$ cat config.mk
export PLATFORM = sky130hd
export DESIGN_NAME = vbam_isqrt
export DESIGN_NICKNAME = d
export VERILOG_FILES = /design/src/vbam_pkg.sv /design/src/vbam_isqrt.sv
export SDC_FILE = /design/constraint.sdc
export NUM_CORES = 1
export LEC_CHECK = 0
export CAP_MARGIN = 10
export CORE_UTILIZATION = 38
export CTS_BUF_LIST = sky130_fd_sc_hd__clkbuf_8
export DETAILED_ROUTE_END_ITERATION = 16
export DONT_BUFFER_PORTS = 1
export SYNTH_ARGS = -nofsm -noshare
export SYNTH_HDL_FRONTEND = slang
export SYNTH_SLANG_ARGS = --single-unit
export TNS_END_PERCENT = 5
$ cat constraint.sdc
create_clock -name clk_i -period 3.4 [get_ports clk_i]
set_input_delay 0.34 -clock clk_i [delete_from_list [all_inputs] [get_ports clk_i]]
set_output_delay 0.34 -clock clk_i [all_outputs]
set_load 0.005 [all_outputs]
$ cat src/vbam_pkg.sv
`timescale 1ns / 1ps
// ----------------------------------------------------------------------------
// vbam_pkg: shared types, constants and helpers for the activity meter
// Register indexes, state types, clamping, rounding and saturation helpers.
// ----------------------------------------------------------------------------
package vbam_pkg;

  localparam int MaxChannels = 8;
  localparam int ChW         = $clog2(MaxChannels);
  localparam int CntW        = 4;

  localparam logic [16:0] Q16One = 17'd65536;

  typedef enum logic [2:0] {
    REG_HP_COEF   = 3'd0,
    REG_LP_COEF   = 3'd1,
    REG_PEAK_GAIN = 3'd2,
    REG_SMOOTH    = 3'd3,
    REG_SENS      = 3'd4,
    REG_ATTACK    = 3'd5,
    REG_DECAY     = 3'd6,
    REG_CHANNELS  = 3'd7
  } reg_idx_e;

  typedef enum logic [3:0] {
    ST_IDLE,
    ST_RD,
    ST_HP,
    ST_LP,
    ST_WR,
    ST_BE_RD,
    ST_BE_RAW,
    ST_BE_SM,
    ST_BE_DELTA,
    ST_BE_SQ1,
    ST_BE_SQ2,
    ST_BE_ENV,
    ST_BE_OUT,
    ST_CLR
  } state_e;

  // Per-channel filter state word
  typedef struct packed {
    logic signed [15:0] hp_in;
    logic signed [17:0] hp_out;
    logic signed [17:0] lp_out;
  } filt_t;

  // Per-channel level state word
  typedef struct packed {
    logic        primed;
    logic [16:0] smoothed;
    logic [16:0] env;
  } lvl_t;

  // Clamp a Q1.16 coefficient to one
  function automatic logic [16:0] unit_coef(input logic [16:0] c);
    unit_coef = (c > Q16One) ? Q16One : c;
  endfunction

  // Round a signed product by 2^16, ties away from zero
  function automatic logic signed [39:0] rnd16(input logic signed [39:0] v);
    logic [39:0] m;
    m = v[39] ? 40'(-v) : 40'(v);
    m = (m + 40'd32768) >> 16;
    rnd16 = v[39] ? -$signed(m) : $signed(m);
  endfunction

  function automatic logic signed [17:0] sat18(input logic signed [39:0] v);
    if (v > 40'sd131071) sat18 = 18'sh1FFFF;
    else if (v < -40'sd131072) sat18 = 18'sh20000;
    else sat18 = v[17:0];
  endfunction

endpackage

$ cat src/vbam_isqrt.sv
`timescale 1ns / 1ps
`default_nettype none
// ----------------------------------------------------------------------------
// vbam_isqrt: bit-serial floor square root
// One result bit per cycle over a 34-bit radicand.
// ----------------------------------------------------------------------------
module vbam_isqrt
  import vbam_pkg::*;
(
  input  wire logic        clk_i,
  input  wire logic        rst_ni,
  input  wire logic        start_i,
  input  wire logic [33:0] rad_i,
  output logic             done_o,
  output logic [16:0]      root_o
);

  logic [33:0] rem_q, rem_d;
  logic [33:0] rad_q, rad_d;
  logic [16:0] root_q, root_d;
  logic [4:0]  cnt_q, cnt_d;
  logic        busy_q, busy_d;
  logic [35:0] trial;
  logic [35:0] remsh;

  // One restoring step per cycle
  always_comb begin
    rem_d  = rem_q;
    rad_d  = rad_q;
    root_d = root_q;
    cnt_d  = cnt_q;
    busy_d = busy_q;
    remsh  = {rem_q, rad_q[33:32]};
    trial  = {17'd0, root_q, 2'b01};
    if (start_i) begin
      rem_d  = '0;
      rad_d  = rad_i;
      root_d = '0;
      cnt_d  = 5'd17;
      busy_d = 1'b1;
    end else if (busy_q) begin
      rad_d = {rad_q[31:0], 2'b00};
      if (remsh >= trial) begin
        rem_d  = 34'(remsh - trial);
        root_d = {root_q[15:0], 1'b1};
      end else begin
        rem_d  = remsh[33:0];
        root_d = {root_q[15:0], 1'b0};
      end
      cnt_d = cnt_q - 5'd1;
      if (cnt_q == 5'd1) busy_d = 1'b0;
    end
  end

  always_ff @(posedge clk_i or negedge rst_ni) begin
    if (!rst_ni) begin
      busy_q <= 1'b0;
      cnt_q  <= '0;
    end else begin
      busy_q <= busy_d;
      cnt_q  <= cnt_d;
    end
  end

  always_ff @(posedge clk_i) begin
    rem_q  <= rem_d;
    rad_q  <= rad_d;
    root_q <= root_d;
  end

  // Final root is valid in the done cycle, even when a new start is taken
  assign done_o = busy_q && (cnt_q == 5'd1);
  assign root_o = {root_q[15:0], (remsh >= trial)};

`ifndef SYNTHESIS
  a_cnt_busy: assert property (@(posedge clk_i) disable iff (!rst_ni)
    busy_q |-> (cnt_q != 5'd0))
    else $error("isqrt busy with zero count");
  a_done_drop: assert property (@(posedge clk_i) disable iff (!rst_ni)
    (done_o && !start_i) |=> !busy_q)
    else $error("isqrt still busy after done");
  a_start_busy: assert property (@(posedge clk_i) disable iff (!rst_ni)
    start_i |=> (busy_q && cnt_q == 5'd17))
    else $error("isqrt did not start");
`endif

endmodule
`default_nettype wire

## Word level (Yosys, flattened, before mapping)

Index checks and enable logic that the tools add are counted.

- $lt $le $gt $ge: 1
- Muxes and demuxes: 9
- Div/mod/pow operators: 0
- Multipliers: 0
- Bitwise operators: 0
- Add/sub/neg operators: 2
- Reduce and logical (&&, ||, !) cells: 2
- Shift-type cells: 0
- Equality and inequality tests: 1

Operators by type and width:

| cell | number |
|---|---|
| 34-bit 2-to-1 mux | 3 |
| 36-bit by 19-bit >= comparator with 1-bit output | 1 |
| 34-bit by 19-bit subtractor with 34-bit output | 1 |
| 5-bit 2-to-1 mux | 2 |
| 5-bit by 1-bit equality test with 1-bit output, second input constant | 1 |
| 5-bit by 1-bit subtractor with 5-bit output, second input constant | 1 |
| 1-bit 2-to-1 mux | 4 |
| 2-bit nonzero test | 1 |
| 1-bit logical AND | 1 |

- Bits in registers: 91
- Bits in read-only memories: 0
- Latch bits: 0
- Memory bits (writable): 0
- Memories: 0
- Logic and storage cells: 20
- Input bits: 37
- Output and inout bits: 18

## Logic depth before layout (Yosys ltp)

- Depth in word-level cells: 4
- Depth in mapped cells: 13
- Mapped depth without buffers: 10

## Worst setup path after synthesis

No wires, ideal clock.

- Kind: flip-flop to flip-flop
- From: register root_q[15]
- To: register rem_q[7]
- Arrival time: 2.743 ns
- Cell stages (with the launch flop): 12
- Buffers on the path: 2
- Library setup time: 0.091 ns
- Clock period less this slack: 2.834 ns
- Data required time: 3.309 ns
- Setup slack: 0.566 ns
- Cells stage by stage: dfxtp_1 -> inv_1 -> ha_1 -> buf_4 -> nand3_1 -> or4_4 -> nor3_4 -> or4_1 -> buf_6 -> nor2_8 -> or4_1 -> a311oi_1

- Longest elaborated chain between the ends: 2

RTL lines:

| element | RTL line | RTL |
|---|---|---|
| start, declared | vbam_isqrt.sv:20 | `logic [16:0] root_q, root_d;` |
| start signal, assigned | vbam_isqrt.sv:68 | `root_q <= root_d;` |
| 36-bit by 19-bit >= comparator with 1-bit output | vbam_isqrt.sv:43 | `if (remsh >= trial) begin` |
| 34-bit 2-to-1 mux | vbam_isqrt.sv:43 |  |
| end signal, assigned | vbam_isqrt.sv:66 | `rem_q <= rem_d;` |
| end, declared | vbam_isqrt.sv:18 | `logic [33:0] rem_q, rem_d;` |

No other way between the ends.
A chain may end at the register's enable or synchronous reset.

## Final worst setup path

- From: register root_q[15]
- To: output root_o[0]

- Longest elaborated chain between the ends: 1

RTL lines:

| element | RTL line | RTL |
|---|---|---|
| 36-bit by 19-bit >= comparator with 1-bit output | vbam_isqrt.sv:73 | `assign root_o = {root_q[15:0], (remsh >= trial)};` |
| end, declared | vbam_isqrt.sv:15 | `output logic [16:0] root_o` |

No other way between the ends.

==> results.yml <==
outcome:
  status: "complete, no violations"
logic_synthesis:
  synth_warnings: 0
  synth_top_family_by_area: "simple AND/OR/NAND/NOR gates"
  synth_top_area_share: 0.190
  yosysSeqAreaShare: 0.408
  syn_inst: 560
  synthXorXnorAreaFrac: 0.0342
  ys_types: 69
  synthFlopType: "dfxtp_1"
  synthMuxAreaShare: 0.108
  synthAdderAreaFrac: 0.0489
  synth-seq-cells: 91
  synth_edf_count: 34
  synth-simple-area-share: 0.169
  synth_compound_area_frac: 0.164
  async_reset_ff_frac: 0.0659
  syn-mean-instance-area_um2: 9.60
  syn_area_um2: 5380
  synth_top_cell_by_area: "dfxtp_1"
  synth.area.top_cells: "dfxtp_1 (19%), edfxtp_1 (19%), mux2_2 (6.7%)"
  syn_nets: 618
global_route:
  grt_pass1_vias: 4079
  antenna_found_initial: 0
  grt.overflow.total: 0
  grt_pass1_wl_mm: 19.8
  grt_start_max_net_pins: 69
  grt.total_usage: 0.172
floorplanning:
  initial_utilization: 0.389
  die_area_um2: 14600
  rows: 43
  pin_count: 55
  core_area_um2: 13800
  die_x_um: 121
  chipHeight_um: 121
worst_hold_path:
  worstHoldPathCells: 1
  hp-class: "in -> reg"
  worst_hold_path.endpoint: "rem_q[25]"
  worstHoldStart: "start_i"
timing:
  period_needed_ns: 3.20
  fmax_mhz: 312
  slew_violations: 0
  rsz0062_at_grt: "false"
  setup_ws_ns: 0.199
  finalCritPeriodShare: 0.942
  relSlewSlack: 0.513
  setup_viol: 0
  worst_slew_pin_slew_ns: 0.731
  finalHoldViolations: 0
  fin_hold_ws_ns: 0.0296
  fin_worst_skew_ns: 0.0179
  fin_setup_tns_ns: 0
route:
  wire_per_inst_um: 16.7
  via_per_inst: 5.55
  routed_wl_mm: 12.1
  num_vias: 4021
  drc: 0
  drt-initial-drc-count: 203
  first_pass_iters: 5
  ant_nets: 0
power_and_ir_drop:
  leakage_nw: 2.26
  p_per_area_nw_per_um2: 926
  vdd.ir_drop.worst_v: 0.000334
  finalPower_mw: 5.24
cts:
  postCtsSetupBuffers: 0
  clockBufferDepth: 2
  cts_sinks: 91
  cts_tree: "done"
  clk_pin_slew_ns: 0.10
  cts_root_buf: "clkbuf_8"
  clock_latency_ns: 0.39
  cts-buffers-inserted: 9
  htree_levels: 3
cells_and_area:
  finish.utilization: 0.409
  syn_to_final_growth_pct: 5.28
  nets: 598
  multi_input_area_um2: 2840
  layout_commonest_cell: "nor2_1"
  stdcell_area_um2: 5660
  drive_above_1_share: 0.143
  antennaDiodeCount: 0
  mostFrequentLayoutCells: "nor2_1 (64), dfxtp_1 (51), nand2_1 (37), edfxtp_1 (34), mux2_2 (32)"
  nFillCells: 1373
  fin_cells: 725
  regArea_um2: 2190
setup_path:
  critPathMaxFanout: 16
  ff2ff_path_depth: 9
  reg2reg_to: "rem_q[29]"
  timing.critical_path.to_type: "output port"
  cp_data_required_time_ns: 3.06
  r2r-start: "root_q[15]"
  crit_arrival_ns: 2.86
  criticalPathCategory: "reg -> out"
  r2r_slack_ns: 0.21
  start_kind: "register"
run:
  drv_cap: 0
placed_design:
  place_area_um2: 5410
  io_buffers: 0
  place_inst: 704
  dp_hpwl_mm: 8.03
  post-place-ws_ns: 0.280
  place.gp.congestion: 0.864
## cell type report
cell class              instances  share of cell area
well taps                     180              0.0398
repair buffers                 12              0.0177
flip-flops and latches         91               0.387
multi-input cells             395               0.501
clock buffers                   9              0.0219
clock inverters                 7              0.0108
inverters                      31              0.0210
## synthesized netlist by cell type, drive strengths merged, types with 3 or more instances
cell,number
a2111oi,4
a211o,4
a211oi,13
a21o,7
a21oi,24
a311oi,13
a31oi,5
and2,6
and3,3
buf,26
clkbuf,18
dfrtp,6
dfxtp,51
edfxtp,34
ha,21
inv,30
mux2,32
mux2i,22
nand2,37
nand2b,5
nand3,15
nand4,5
nor2,65
nor3,8
nor4,11
o211ai,3
o21a,7
o21ai,20
o31ai,5
or3,7
or4,6
or4b,3
xnor2,13
xor2,8
## state kept, by name, indices dropped and copies added, names as in the netlist
register / count
cnt_q: 5
rad_q: 34
root_q: 17
rem_q: 34
busy_q: 1
## worst max path at each step
stage                from        end  slack (ns)  cells past startpoint
5_1_grt        root_q[15]  rem_q[25]        0.02                     10
3_5_place_dp   root_q[15]  rem_q[22]        0.28                      9
6_report       root_q[15]  root_o[0]        0.20                      8
4_1_cts         root_q[3]  root_o[0]        0.01                      8
2_1_floorplan  root_q[15]   rem_q[7]        0.57                     11
3_3_place_gp    root_q[3]  rem_q[18]        0.32                     10
## cells by family (layout without fill, tap and decap cells)
group,after synthesis,count (layout)
and+or+nand+nor,177,178
AOI/OAI and AO/OA,121,121
DFF,91,91
buffers and inverters,75,59
muxes,54,54
adders and majority gates,21,21
xor gates and xnor gates,21,21
## layer usage
| layer | wire [um] | vias up | GRT usage |
|---|---|---|---|
| met4 | 153 | 0 | 0.0748 |
| met1 | 5520 | 1906 | 0.211 |
| met5 | 0 | - | 0 |
| met2 | 5590 | 98 | 0.270 |
| met3 | 852 | 12 | 0.0634 |
| li1 | - | 2005 | - |
## power by group
part	total (mW)	switching, mW	internal [mW]
registers	1.68	0.235	1.45
logic	2.85	1.63	1.22
clock network	0.717	0.437	0.280
## critical path, stage by stage, from the launching register on
cell and delay, ns:
dfxtp_1 0.34, inv_1 0.05, ha_1 0.43, nand3_1 0.19, or4_4 0.61, a211oi_2 0.24
a211o_2 0.29, nor2_8 0.12, inv_4 0.20
## timing repair
item | CTS | global route
endpoints found under the setup margin | 0 | 2
hold endpoints to repair | 20 | 9
resized for setup | 0 | 4
hold buffers | 2 | 2
(Power assumes the default switching activity.)
